$ cat src/hdl/vam_pkg.sv
`timescale 1ns / 1ps
// shared constants and codes for the vibration amplitude monitor
package vam_pkg;

    localparam int MAG_W = 17;
    localparam logic [MAG_W-1:0] MAG_MAX = 17'h1FFFF;

    localparam int FRAME_LENGTH_DEF = 1024;
    localparam int SAMPLE_BITS_DEF = 16;

    localparam int REG_IDX_W = 3;
    localparam logic [REG_IDX_W-1:0] REG_OFFSET_X = 3'd0;
    localparam logic [REG_IDX_W-1:0] REG_OFFSET_Y = 3'd1;
    localparam logic [REG_IDX_W-1:0] REG_OFFSET_Z = 3'd2;
    localparam logic [REG_IDX_W-1:0] REG_ALARM_THRESHOLD = 3'd3;
    localparam logic [REG_IDX_W-1:0] REG_WARN_THRESHOLD = 3'd4;

    localparam logic [MAG_W-1:0] ALARM_THRESHOLD_RESET = 17'd3341;
    localparam logic [MAG_W-1:0] WARN_THRESHOLD_RESET = 17'd2506;

    localparam int LEVEL_W = 2;
    localparam logic [LEVEL_W-1:0] LEVEL_OK = 2'd0;
    localparam logic [LEVEL_W-1:0] LEVEL_WARN = 2'd1;
    localparam logic [LEVEL_W-1:0] LEVEL_ALARM = 2'd2;

endpackage

$ cat src/hdl/vam_sqsum.sv
`timescale 1ns / 1ps
// bit-serial sum of squares of three signed axis differences
module vam_sqsum #(
    parameter int SAMPLE_BITS = 16
) (
    input  logic                       clk,
    input  logic                       rst_n,
    input  logic                       start,
    input  logic [SAMPLE_BITS:0]       diff_x,
    input  logic [SAMPLE_BITS:0]       diff_y,
    input  logic [SAMPLE_BITS:0]       diff_z,
    output logic                       done,
    output logic [2*SAMPLE_BITS+3:0]   sum
);

    localparam int A_W = SAMPLE_BITS + 1;
    localparam int P_W = 2 * A_W;
    localparam int S_W = P_W + 2;
    localparam int CNT_W = $clog2(A_W);

    logic [A_W-1:0] diff_in [3];
    logic [A_W-1:0] abs_val [3];
    logic [A_W-1:0] mult_reg [3];
    logic [P_W-1:0] mcand_reg [3];
    logic [P_W-1:0] acc_reg [3];
    logic [CNT_W-1:0] cnt_reg;
    logic busy_reg;
    logic sum_en_reg;
    logic done_reg;
    logic [S_W-1:0] sum_reg;

    assign diff_in[0] = diff_x;
    assign diff_in[1] = diff_y;
    assign diff_in[2] = diff_z;

    always_comb
    begin
        for (int i = 0; i < 3; i++)
        begin
            abs_val[i] = diff_in[i][A_W-1] ? (~diff_in[i] + 1'b1) : diff_in[i];
        end
    end

    // one multiplier bit per cycle on each axis
    always_ff @(posedge clk or negedge rst_n)
    begin
        if (!rst_n)
        begin
            for (int i = 0; i < 3; i++)
            begin
                mult_reg[i] <= '0;
                mcand_reg[i] <= '0;
                acc_reg[i] <= '0;
            end
            cnt_reg <= '0;
            busy_reg <= 1'b0;
            sum_en_reg <= 1'b0;
            done_reg <= 1'b0;
            sum_reg <= '0;
        end
        else
        begin
            done_reg <= 1'b0;
            sum_en_reg <= 1'b0;
            if (start)
            begin
                for (int i = 0; i < 3; i++)
                begin
                    mult_reg[i] <= abs_val[i];
                    mcand_reg[i] <= P_W'(abs_val[i]);
                    acc_reg[i] <= '0;
                end
                cnt_reg <= '0;
                busy_reg <= 1'b1;
            end
            else if (busy_reg)
            begin
                for (int i = 0; i < 3; i++)
                begin
                    acc_reg[i] <= acc_reg[i] + (mult_reg[i][0] ? mcand_reg[i] : '0);
                    mcand_reg[i] <= mcand_reg[i] << 1;
                    mult_reg[i] <= mult_reg[i] >> 1;
                end
                cnt_reg <= cnt_reg + 1'b1;
                if (cnt_reg == CNT_W'(A_W - 1))
                begin
                    busy_reg <= 1'b0;
                    sum_en_reg <= 1'b1;
                end
            end
            if (sum_en_reg)
            begin
                sum_reg <= S_W'(acc_reg[0]) + S_W'(acc_reg[1]) + S_W'(acc_reg[2]);
                done_reg <= 1'b1;
            end
        end
    end

    assign done = done_reg;
    assign sum = sum_reg;

endmodule

$ cat src/hdl/vam_isqrt.sv
`timescale 1ns / 1ps
// digit-by-digit floor square root, one root bit per cycle
module vam_isqrt #(
    parameter int IN_W = 36
) (
    input  logic                 clk,
    input  logic                 rst_n,
    input  logic                 start,
    input  logic [IN_W-1:0]      radicand,
    output logic                 done,
    output logic [IN_W/2-1:0]    root
);

    localparam int OUT_W = IN_W / 2;
    localparam int CNT_W = $clog2(OUT_W);

    logic [IN_W-1:0] rad_reg;
    logic [OUT_W-1:0] rem_reg;
    logic [OUT_W-1:0] root_reg;
    logic [CNT_W-1:0] cnt_reg;
    logic busy_reg;
    logic done_reg;

    logic [OUT_W+1:0] rem_sh;
    logic [OUT_W+1:0] trial;
    logic [OUT_W+1:0] rem_diff;
    logic ge;

    assign rem_sh = {rem_reg, rad_reg[IN_W-1 -: 2]};
    assign trial = {root_reg, 2'b01};
    assign ge = (rem_sh >= trial);
    assign rem_diff = rem_sh - trial;

    always_ff @(posedge clk or negedge rst_n)
    begin
        if (!rst_n)
        begin
            rad_reg <= '0;
            rem_reg <= '0;
            root_reg <= '0;
            cnt_reg <= '0;
            busy_reg <= 1'b0;
            done_reg <= 1'b0;
        end
        else
        begin
            done_reg <= 1'b0;
            if (start)
            begin
                rad_reg <= radicand;
                rem_reg <= '0;
                root_reg <= '0;
                cnt_reg <= '0;
                busy_reg <= 1'b1;
            end
            else if (busy_reg)
            begin
                rad_reg <= rad_reg << 2;
                rem_reg <= ge ? rem_diff[OUT_W-1:0] : rem_sh[OUT_W-1:0];
                root_reg <= {root_reg[OUT_W-2:0], ge};
                cnt_reg <= cnt_reg + 1'b1;
                if (cnt_reg == CNT_W'(OUT_W - 1))
                begin
                    busy_reg <= 1'b0;
                    done_reg <= 1'b1;
                end
            end
        end
    end

    assign done = done_reg;
    assign root = root_reg;

endmodule

$ cat src/hdl/vibration_amplitude_monitor.sv
`timescale 1ns / 1ps
// top level: offset correction, magnitude, frame min/max and level report
//
// in channel: accel_x/y/z with in_valid/in_stall; a transfer happens when
// in_valid is high and in_stall is low. out channel: one result per sample
// with out_valid/out_stall. magnitude comes with every result; frame_done
// marks the last sample of each FRAME_LENGTH-sample frame and then carries
// frame_min, frame_max, peak_to_peak and level (zero otherwise).
// cfg port: cfg_we, cfg_index, cfg_data; the user must write these only
// while idle; the block itself does not enforce this. each sample passes
// through the bit-serial squaring and the square root unit, one sample at
// a time: in_stall stays high until its result is registered. the output
// register lets the next sample enter while a result waits; a stalled
// receiver holds the result and the block stops after the next sample is
// computed. reset loads default thresholds, zero offsets and starts a
// fresh frame.
module vibration_amplitude_monitor #(
    parameter int FRAME_LENGTH = vam_pkg::FRAME_LENGTH_DEF,
    parameter int SAMPLE_BITS = vam_pkg::SAMPLE_BITS_DEF
) (
    input  logic                               clk,
    input  logic                               rst_n,
    input  logic                               in_valid,
    output logic                               in_stall,
    input  logic [SAMPLE_BITS-1:0]             accel_x,
    input  logic [SAMPLE_BITS-1:0]             accel_y,
    input  logic [SAMPLE_BITS-1:0]             accel_z,
    output logic                               out_valid,
    input  logic                               out_stall,
    output logic [vam_pkg::MAG_W-1:0]          magnitude,
    output logic                               frame_done,
    output logic [vam_pkg::MAG_W-1:0]          frame_min,
    output logic [vam_pkg::MAG_W-1:0]          frame_max,
    output logic [vam_pkg::MAG_W-1:0]          peak_to_peak,
    output logic [vam_pkg::LEVEL_W-1:0]        level,
    input  logic                               cfg_we,
    input  logic [vam_pkg::REG_IDX_W-1:0]      cfg_index,
    input  logic [(SAMPLE_BITS > vam_pkg::MAG_W ? SAMPLE_BITS : vam_pkg::MAG_W)-1:0] cfg_data
);

    import vam_pkg::*;

    localparam int D_W = SAMPLE_BITS + 1;
    localparam int SUM_W = 2 * D_W + 2;
    localparam int ROOT_W = SUM_W / 2;
    localparam int RX_W = ROOT_W + MAG_W;
    localparam int CNT_W = $clog2(FRAME_LENGTH);

    typedef enum logic [1:0] {
        ST_IDLE,
        ST_CALC,
        ST_FINISH
    } state_t;

    state_t state_reg;

    logic [SAMPLE_BITS-1:0] off_x_reg;
    logic [SAMPLE_BITS-1:0] off_y_reg;
    logic [SAMPLE_BITS-1:0] off_z_reg;
    logic [MAG_W-1:0] alarm_reg;
    logic [MAG_W-1:0] warn_reg;

    logic [D_W-1:0] diff_x_reg;
    logic [D_W-1:0] diff_y_reg;
    logic [D_W-1:0] diff_z_reg;
    logic start_reg;
    logic [MAG_W-1:0] mag_reg;
    logic [CNT_W-1:0] count_reg;
    logic [MAG_W-1:0] run_max_reg;
    logic [MAG_W-1:0] run_min_reg;

    logic out_valid_reg;
    logic [MAG_W-1:0] magnitude_reg;
    logic frame_done_reg;
    logic [MAG_W-1:0] frame_min_reg;
    logic [MAG_W-1:0] frame_max_reg;
    logic [MAG_W-1:0] p2p_reg;
    logic [LEVEL_W-1:0] level_reg;

    logic sq_done;
    logic [SUM_W-1:0] sq_sum;
    logic rt_done;
    logic [ROOT_W-1:0] rt_root;
    logic [RX_W-1:0] root_ext;
    logic [MAG_W-1:0] root_sat;

    logic in_xfer;
    logic out_free;
    logic frame_last;
    logic [MAG_W-1:0] new_max;
    logic [MAG_W-1:0] new_min;
    logic [MAG_W-1:0] p2p;
    logic [LEVEL_W-1:0] level_val;

    vam_sqsum #(
        .SAMPLE_BITS(SAMPLE_BITS)
    ) u_sqsum (
        .clk(clk),
        .rst_n(rst_n),
        .start(start_reg),
        .diff_x(diff_x_reg),
        .diff_y(diff_y_reg),
        .diff_z(diff_z_reg),
        .done(sq_done),
        .sum(sq_sum)
    );

    vam_isqrt #(
        .IN_W(SUM_W)
    ) u_isqrt (
        .clk(clk),
        .rst_n(rst_n),
        .start(sq_done),
        .radicand(sq_sum),
        .done(rt_done),
        .root(rt_root)
    );

    assign in_stall = (state_reg != ST_IDLE);
    assign in_xfer = in_valid && !in_stall;
    assign out_free = !out_valid_reg || !out_stall;

    // saturate roots that do not fit the magnitude field
    assign root_ext = RX_W'(rt_root);
    assign root_sat = (root_ext > RX_W'(MAG_MAX)) ? MAG_MAX : root_ext[MAG_W-1:0];

    assign frame_last = (count_reg == CNT_W'(FRAME_LENGTH - 1));
    assign new_max = (mag_reg > run_max_reg) ? mag_reg : run_max_reg;
    assign new_min = (mag_reg < run_min_reg) ? mag_reg : run_min_reg;
    assign p2p = new_max - new_min;

    always_comb
    begin
        if (p2p >= alarm_reg)
        begin
            level_val = LEVEL_ALARM;
        end
        else if (p2p >= warn_reg)
        begin
            level_val = LEVEL_WARN;
        end
        else
        begin
            level_val = LEVEL_OK;
        end
    end

    always_ff @(posedge clk or negedge rst_n)
    begin
        if (!rst_n)
        begin
            off_x_reg <= '0;
            off_y_reg <= '0;
            off_z_reg <= '0;
            alarm_reg <= ALARM_THRESHOLD_RESET;
            warn_reg <= WARN_THRESHOLD_RESET;
        end
        else if (cfg_we)
        begin
            case (cfg_index)
                REG_OFFSET_X: off_x_reg <= cfg_data[SAMPLE_BITS-1:0];
                REG_OFFSET_Y: off_y_reg <= cfg_data[SAMPLE_BITS-1:0];
                REG_OFFSET_Z: off_z_reg <= cfg_data[SAMPLE_BITS-1:0];
                REG_ALARM_THRESHOLD: alarm_reg <= cfg_data[MAG_W-1:0];
                REG_WARN_THRESHOLD: warn_reg <= cfg_data[MAG_W-1:0];
                default: ;
            endcase
        end
    end

    always_ff @(posedge clk or negedge rst_n)
    begin
        if (!rst_n)
        begin
            state_reg <= ST_IDLE;
            diff_x_reg <= '0;
            diff_y_reg <= '0;
            diff_z_reg <= '0;
            start_reg <= 1'b0;
            mag_reg <= '0;
            count_reg <= '0;
            run_max_reg <= '0;
            run_min_reg <= MAG_MAX;
            out_valid_reg <= 1'b0;
            magnitude_reg <= '0;
            frame_done_reg <= 1'b0;
            frame_min_reg <= '0;
            frame_max_reg <= '0;
            p2p_reg <= '0;
            level_reg <= LEVEL_OK;
        end
        else
        begin
            start_reg <= 1'b0;
            if (out_valid_reg && !out_stall)
            begin
                out_valid_reg <= 1'b0;
            end
            case (state_reg)
                ST_IDLE:
                begin
                    if (in_xfer)
                    begin
                        diff_x_reg <= {accel_x[SAMPLE_BITS-1], accel_x}
                                    - {off_x_reg[SAMPLE_BITS-1], off_x_reg};
                        diff_y_reg <= {accel_y[SAMPLE_BITS-1], accel_y}
                                    - {off_y_reg[SAMPLE_BITS-1], off_y_reg};
                        diff_z_reg <= {accel_z[SAMPLE_BITS-1], accel_z}
                                    - {off_z_reg[SAMPLE_BITS-1], off_z_reg};
                        start_reg <= 1'b1;
                        state_reg <= ST_CALC;
                    end
                end
                ST_CALC:
                begin
                    if (rt_done)
                    begin
                        mag_reg <= root_sat;
                        state_reg <= ST_FINISH;
                    end
                end
                ST_FINISH:
                begin
                    if (out_free)
                    begin
                        out_valid_reg <= 1'b1;
                        magnitude_reg <= mag_reg;
                        if (frame_last)
                        begin
                            frame_done_reg <= 1'b1;
                            frame_min_reg <= new_min;
                            frame_max_reg <= new_max;
                            p2p_reg <= p2p;
                            level_reg <= level_val;
                            count_reg <= '0;
                            run_max_reg <= '0;
                            run_min_reg <= MAG_MAX;
                        end
                        else
                        begin
                            frame_done_reg <= 1'b0;
                            frame_min_reg <= '0;
                            frame_max_reg <= '0;
                            p2p_reg <= '0;
                            level_reg <= LEVEL_OK;
                            count_reg <= count_reg + 1'b1;
                            run_max_reg <= new_max;
                            run_min_reg <= new_min;
                        end
                        state_reg <= ST_IDLE;
                    end
                end
                default:
                begin
                    state_reg <= ST_IDLE;
                end
            endcase
        end
    end

    assign out_valid = out_valid_reg;
    assign magnitude = magnitude_reg;
    assign frame_done = frame_done_reg;
    assign frame_min = frame_min_reg;
    assign frame_max = frame_max_reg;
    assign peak_to_peak = p2p_reg;
    assign level = level_reg;

    a_out_from_finish : assert property (@(posedge clk) disable iff (!rst_n)
        $rose(out_valid_reg) |-> $past(state_reg == ST_FINISH))
        else $error("result appeared without a finished sample");

    a_p2p_consistent : assert property (@(posedge clk) disable iff (!rst_n)
        (out_valid_reg && frame_done_reg) |->
            (frame_max_reg >= frame_min_reg) && (p2p_reg == frame_max_reg - frame_min_reg))
        else $error("frame summary inconsistent");

    a_count_range : assert property (@(posedge clk) disable iff (!rst_n)
        count_reg <= CNT_W'(FRAME_LENGTH - 1))
        else $error("sample count past frame end");

    a_accept_starts : assert property (@(posedge clk) disable iff (!rst_n)
        in_xfer |=> (state_reg == ST_CALC) && start_reg)
        else $error("accepted sample did not start computation");

endmodule
$ cat config.mk
export PLATFORM = sky130hd
export DESIGN_NAME = vibration_amplitude_monitor
export DESIGN_NICKNAME = d
export VERILOG_FILES = /design/src/hdl/vam_pkg.sv /design/src/hdl/vam_sqsum.sv /design/src/hdl/vam_isqrt.sv /design/src/hdl/vibration_amplitude_monitor.sv
export SDC_FILE = /design/constraint.sdc
export NUM_CORES = 2
export LEC_CHECK = 0
export BUFFER_PORTS_ARGS = -buffer_cell sky130_fd_sc_hd__buf_4
export CORE_MARGIN = 2
export CORE_UTILIZATION = 55
export CTS_CLUSTER_DIAMETER = 120
export DETAILED_ROUTE_END_ITERATION = 6
export GPL_TIMING_DRIVEN = 0
export PLACE_DENSITY = 0.78
export SYNTH_ARGS = -nofsm -noshare
export SYNTH_HDL_FRONTEND = slang
export SYNTH_SLANG_ARGS = --single-unit
$ cat constraint.sdc
create_clock -name clk -period 7.8 [get_ports clk]
set_input_delay 0.78 -clock clk [delete_from_list [all_inputs] [get_ports clk]]
set_output_delay 0.78 -clock clk [all_outputs]
set_load 0.02 [all_outputs]
==> PnR_summary.wiki <==
{| class="wikitable"
! Metric !! Value
|-
| Run status || finished, final reports clean
|-
| Share of the synthesized netlist area taken by xor and xnor gates || 5.33%
|-
| Floorplan die width || 275 um
|-
| Delay of the slowest cell on the worst path || 490 ps
|-
| Total number of H-tree levels || 3
|-
| Slew at the pin closest to its max-slew limit || 1100 ps
|-
| Worst EP arrival || 7740 ps
|-
| Area fraction of the dominant cell type after synthesis || 38.4%
|-
| Sink count of the clock tree || 647
|-
| Max Slew Vio Count || 0
|-
| Number of nets with antenna violations after routing || 0
|-
| Fraction of the mapped netlist area in compound gates || 19.1%
|-
| Largest net degree at the start of global routing || 122
|-
| R2r worst-path depth || 27
|-
| Main combinational cell family by area after synthesis || compound AO/OA/AOI/OAI gates
|-
| Post-synthesis net count || 4711
|-
| Number of buffers inserted by port buffering || 145
|-
| Number of enable-type register cells in the synthesized netlist || 0
|-
| Share of async-settable or async-resettable flops after synthesis || 100%
|-
| Count of max-cap constraint violations || 0
|-
| CP max stage cell || sky130_fd_sc_hd__dfrtp_1
|-
| Synth Warn # || 0
|-
| Period Utilization, post-route || 91.8%
|-
| # setup viols final || 0
|-
| Proportion of synthesized area in mux cells || 6.33%
|-
| HPWL Detailed || 83700 um
|-
| Footprint of the flip-flops and latches || 16200 um2
|-
| Global-route usage over all layers || 29.5%
|-
| Gate Count Post-Synth || 4303
|-
| Buffers inserted by post-CTS timing repair || 0
|-
| Tightest slew margin relative to the limit || 26.6%
|-
| Type of the tightest min-delay check || in -> async
|-
| Core outline area || 72700 um2
|-
| Worst setup slack after placement || 707 ps
|-
| Routed vias || 33100
|-
| Reg clk slew, reported paths || 70 ps
|-
| Syn-to-layout area delta || 12.1%
|-
| Util after Layout || 62.1%
|-
| GRT overflow || 0
|-
| Iter 0 DRT Violations || 2783
|-
| Count of filler cells inserted in the layout || 6034
|-
| Number of resized instances in the post-cts repair step || 0
|-
| Global-route wire length before repair || 176000 um
|-
| First-pass DRT Iterations || 6
|-
| Number of antenna violations at the first check in global routing || 2
|-
| Clock tree from TritonCTS || done
|-
| Unique cell type count in the Yosys netlist || 97
|-
| Most area-consuming cells after synthesis || sky130_fd_sc_hd__dfrtp_1 (38%), sky130_fd_sc_hd__ha_1 (10%), sky130_fd_sc_hd__mux2i_1 (4.9%)
|-
| Library cell with the largest summed area after synthesis || sky130_fd_sc_hd__dfrtp_1
|-
| Power density cells || 324 nW/um2
|-
| Die outline area || 75400 um2
|-
| Type of destination of the critical path || register
|-
| Mapped Area || 40300 um2
|-
| Total negative slack || 0 ps
|-
| Post-route worst setup slack || 643 ps
|-
| Crit Path Category || reg -> reg
|-
| Vertical extent of the die || 275 um
|-
| Most common flop cell mapped by yosys || sky130_fd_sc_hd__dfrtp_1
|-
| Post-synthesis area per instance || 9.36 um2
|-
| Final hold violations || 0
|-
| Total wire length || 110000 um
|-
| Unrepaired setup endpoints after global routing || false
|-
| Number of placement rows || 99
|-
| Final critical delay including setup and external delays || 7160 ps
|-
| Final routed wire length divided by cell count || 19.8 um
|-
| Crit path max fanout || 10
|-
| Worst-case vdd ir drop || 0.197 mV
|-
| Number of buffers created by CTS || 70
|-
| Kind of launch point of the worst setup path || register
|-
| Achievable clock frequency || 140 MHz
|-
| Insertion delay of the later-clocked pin in the worst-skew pair || 640 ps
|-
| Vias/cell || 5.97
|-
| Post-layout nets || 4935
|-
| Ratio of cells with drive above 1 in the final layout || 8.64%
|-
| Adder-cell share of the synthesized area || 10.6%
|-
| Data required time of the worst path || 8380 ps
|-
| Worst Skew || 31.2 ps
|-
| Sequential area share after synthesis || 40.3%
|-
| Initial cell density of the core || 55.4%
|-
| Clock root buffer master || sky130_fd_sc_hd__clkbuf_16
|-
| Number of buffers between clock root and the deepest sink || 3
|-
| Via count of the first global-routing pass || 32600
|-
| Placer's final routability congestion estimate || 0.955
|-
| Leakage power total || 22.4 nW
|-
| Synth Register Bits || 647
|-
| IO Pins || 146
|-
| Total of hold buffers inserted after clock tree synthesis || 0
|-
| Post-route DRC || 0
|-
| Area occupied by multi-input gates || 22500 um2
|-
| Simple-gate area share of the yosys netlist || 14.5%
|}
## critical path, delay by kind of cell, from the launching register on
family | cells | cell delay, ps
xor gates and xnor gates | 1 | 470
DFF | 1 | 490
adders and majority gates | 4 | 1420
and+or+nand+nor | 2 | 250
AOI/OAI and AO/OA | 19 | 4160
buffers and inverters | 1 | 320
## worst paths after layout
path                                   start                 end  slack, ps
worst max-delay path              mag_reg[2]            level[0]        640
worst min register to register  state_reg[1]        state_reg[0]        470
worst max register to register    mag_reg[2]            level[0]        640
min in group clk                cfg_data[16]        warn_reg[16]        380
worst min-delay path                   rst_n  u_isqrt.rad_reg[3]        170
max in group asynchronous              rst_n         warn_reg[7]       5910
## cell usage after synthesis (all sizes together), types with 7 or more instances
cell type,count
dfrtp,618
nand2,428
o21ai,370
nor2,338
ha,326
inv,235
a21oi,228
mux2i,198
clkbuf,157
xnor2,151
and2,146
a21o,133
xor2,94
a221o,66
a211oi,63
mux2,50
nor2b,48
nand3,46
nand2b,43
nor3,39
and3,36
o21a,35
a31oi,32
o21bai,30
dfstp,29
a22oi,26
o31ai,26
buf,25
o22ai,24
a22o,22
nand4,22
or3,22
a21boi,16
or2,16
o211ai,13
o31a,11
a2111oi,9
fa,9
nand3b,9
o41ai,9
or4,8
a211o,7
a221oi,7
and4,7
nor3b,7
## cell type report
type | instances | area share (%)
Antenna cell | 2 | 0.0111
Buffer | 182 | 1.55
Clock buffer | 100 | 4.47
Clock inverter | 27 | 0.848
Inverter | 235 | 1.95
Multi-Input combinational cell | 3239 | 49.8
Sequential cell | 647 | 35.9
Tap cell | 959 | 2.66
Timing Repair Buffer | 152 | 2.80
## metrics by stage
step	hold slack [ps]	std cells	cell area [um2]	power [mW]
after floorplan	419	4303	40300	9.33
after global placement	451	5407	42600	10.9
after CTS	197	5540	45100	14.6
after detailed placement	462	5413	42700	11.1
after global routing	237	5541	45100	15.6
final	173	5543	45100	14.6
## logic make-up (layout without fill, tap and decap cells)
family                     Yosys count  after routing
and+or+nand+nor                   1238           1238
AOI/OAI and AO/OA                 1173           1173
DFF                                647            647
buffers and inverters              417            696
adders and majority gates          335            335
muxes                              248            248
xor gates and xnor gates           245            245
other                                0              2
## layer usage
| layer | share of wire, % | wire length [um] | global-route usage (%) | vias to the layer above |
|---|---|---|---|---|
| li1 | - | - | - | 15700 |
| met1 | 44 | 48600 | 40.7 | 16100 |
| met2 | 46 | 50500 | 47.7 | 1057 |
| met3 | 5.7 | 6230 | 3.81 | 238 |
| met4 | 4.0 | 4410 | 11.2 | 0 |
| met5 | 0 | 0 | 0 | - |
## power by group
group | leakage, nW | internal, mW | total, mW | switching, mW
Sequential | 8.50 | 4.08 | 4.71 | 0.638
Clock | 1.16 | 2.02 | 3.46 | 1.44
Combinational | 12.7 | 2.58 | 6.43 | 3.85
## placed cells by master (no fill, tap or decap), types with 36 or more instances in the layout
cell	Yosys	layout
sky130_fd_sc_hd__nor3_1	38	38
sky130_fd_sc_hd__clkbuf_16	0	72
sky130_fd_sc_hd__and3_1	36	36
sky130_fd_sc_hd__mux2i_1	198	198
sky130_fd_sc_hd__a21oi_1	226	226
sky130_fd_sc_hd__and2_1	145	145
sky130_fd_sc_hd__nor2b_1	48	48
sky130_fd_sc_hd__xor2_1	94	94
sky130_fd_sc_hd__nand3_1	46	46
sky130_fd_sc_hd__a21o_1	131	131
sky130_fd_sc_hd__nand2b_1	43	43
sky130_fd_sc_hd__nor2_1	337	337
sky130_fd_sc_hd__xnor2_1	151	151
sky130_fd_sc_hd__a221o_1	66	66
sky130_fd_sc_hd__inv_1	235	235
sky130_fd_sc_hd__buf_4	1	145
sky130_fd_sc_hd__dfrtp_1	618	618
sky130_fd_sc_hd__clkbuf_1	156	173
sky130_fd_sc_hd__ha_1	326	326
sky130_fd_sc_hd__mux2_2	49	49
sky130_fd_sc_hd__nand2_1	428	428
sky130_fd_sc_hd__o21ai_0	359	359
sky130_fd_sc_hd__a211oi_1	60	60
Note: power is estimated with default switching activity, not from simulation.
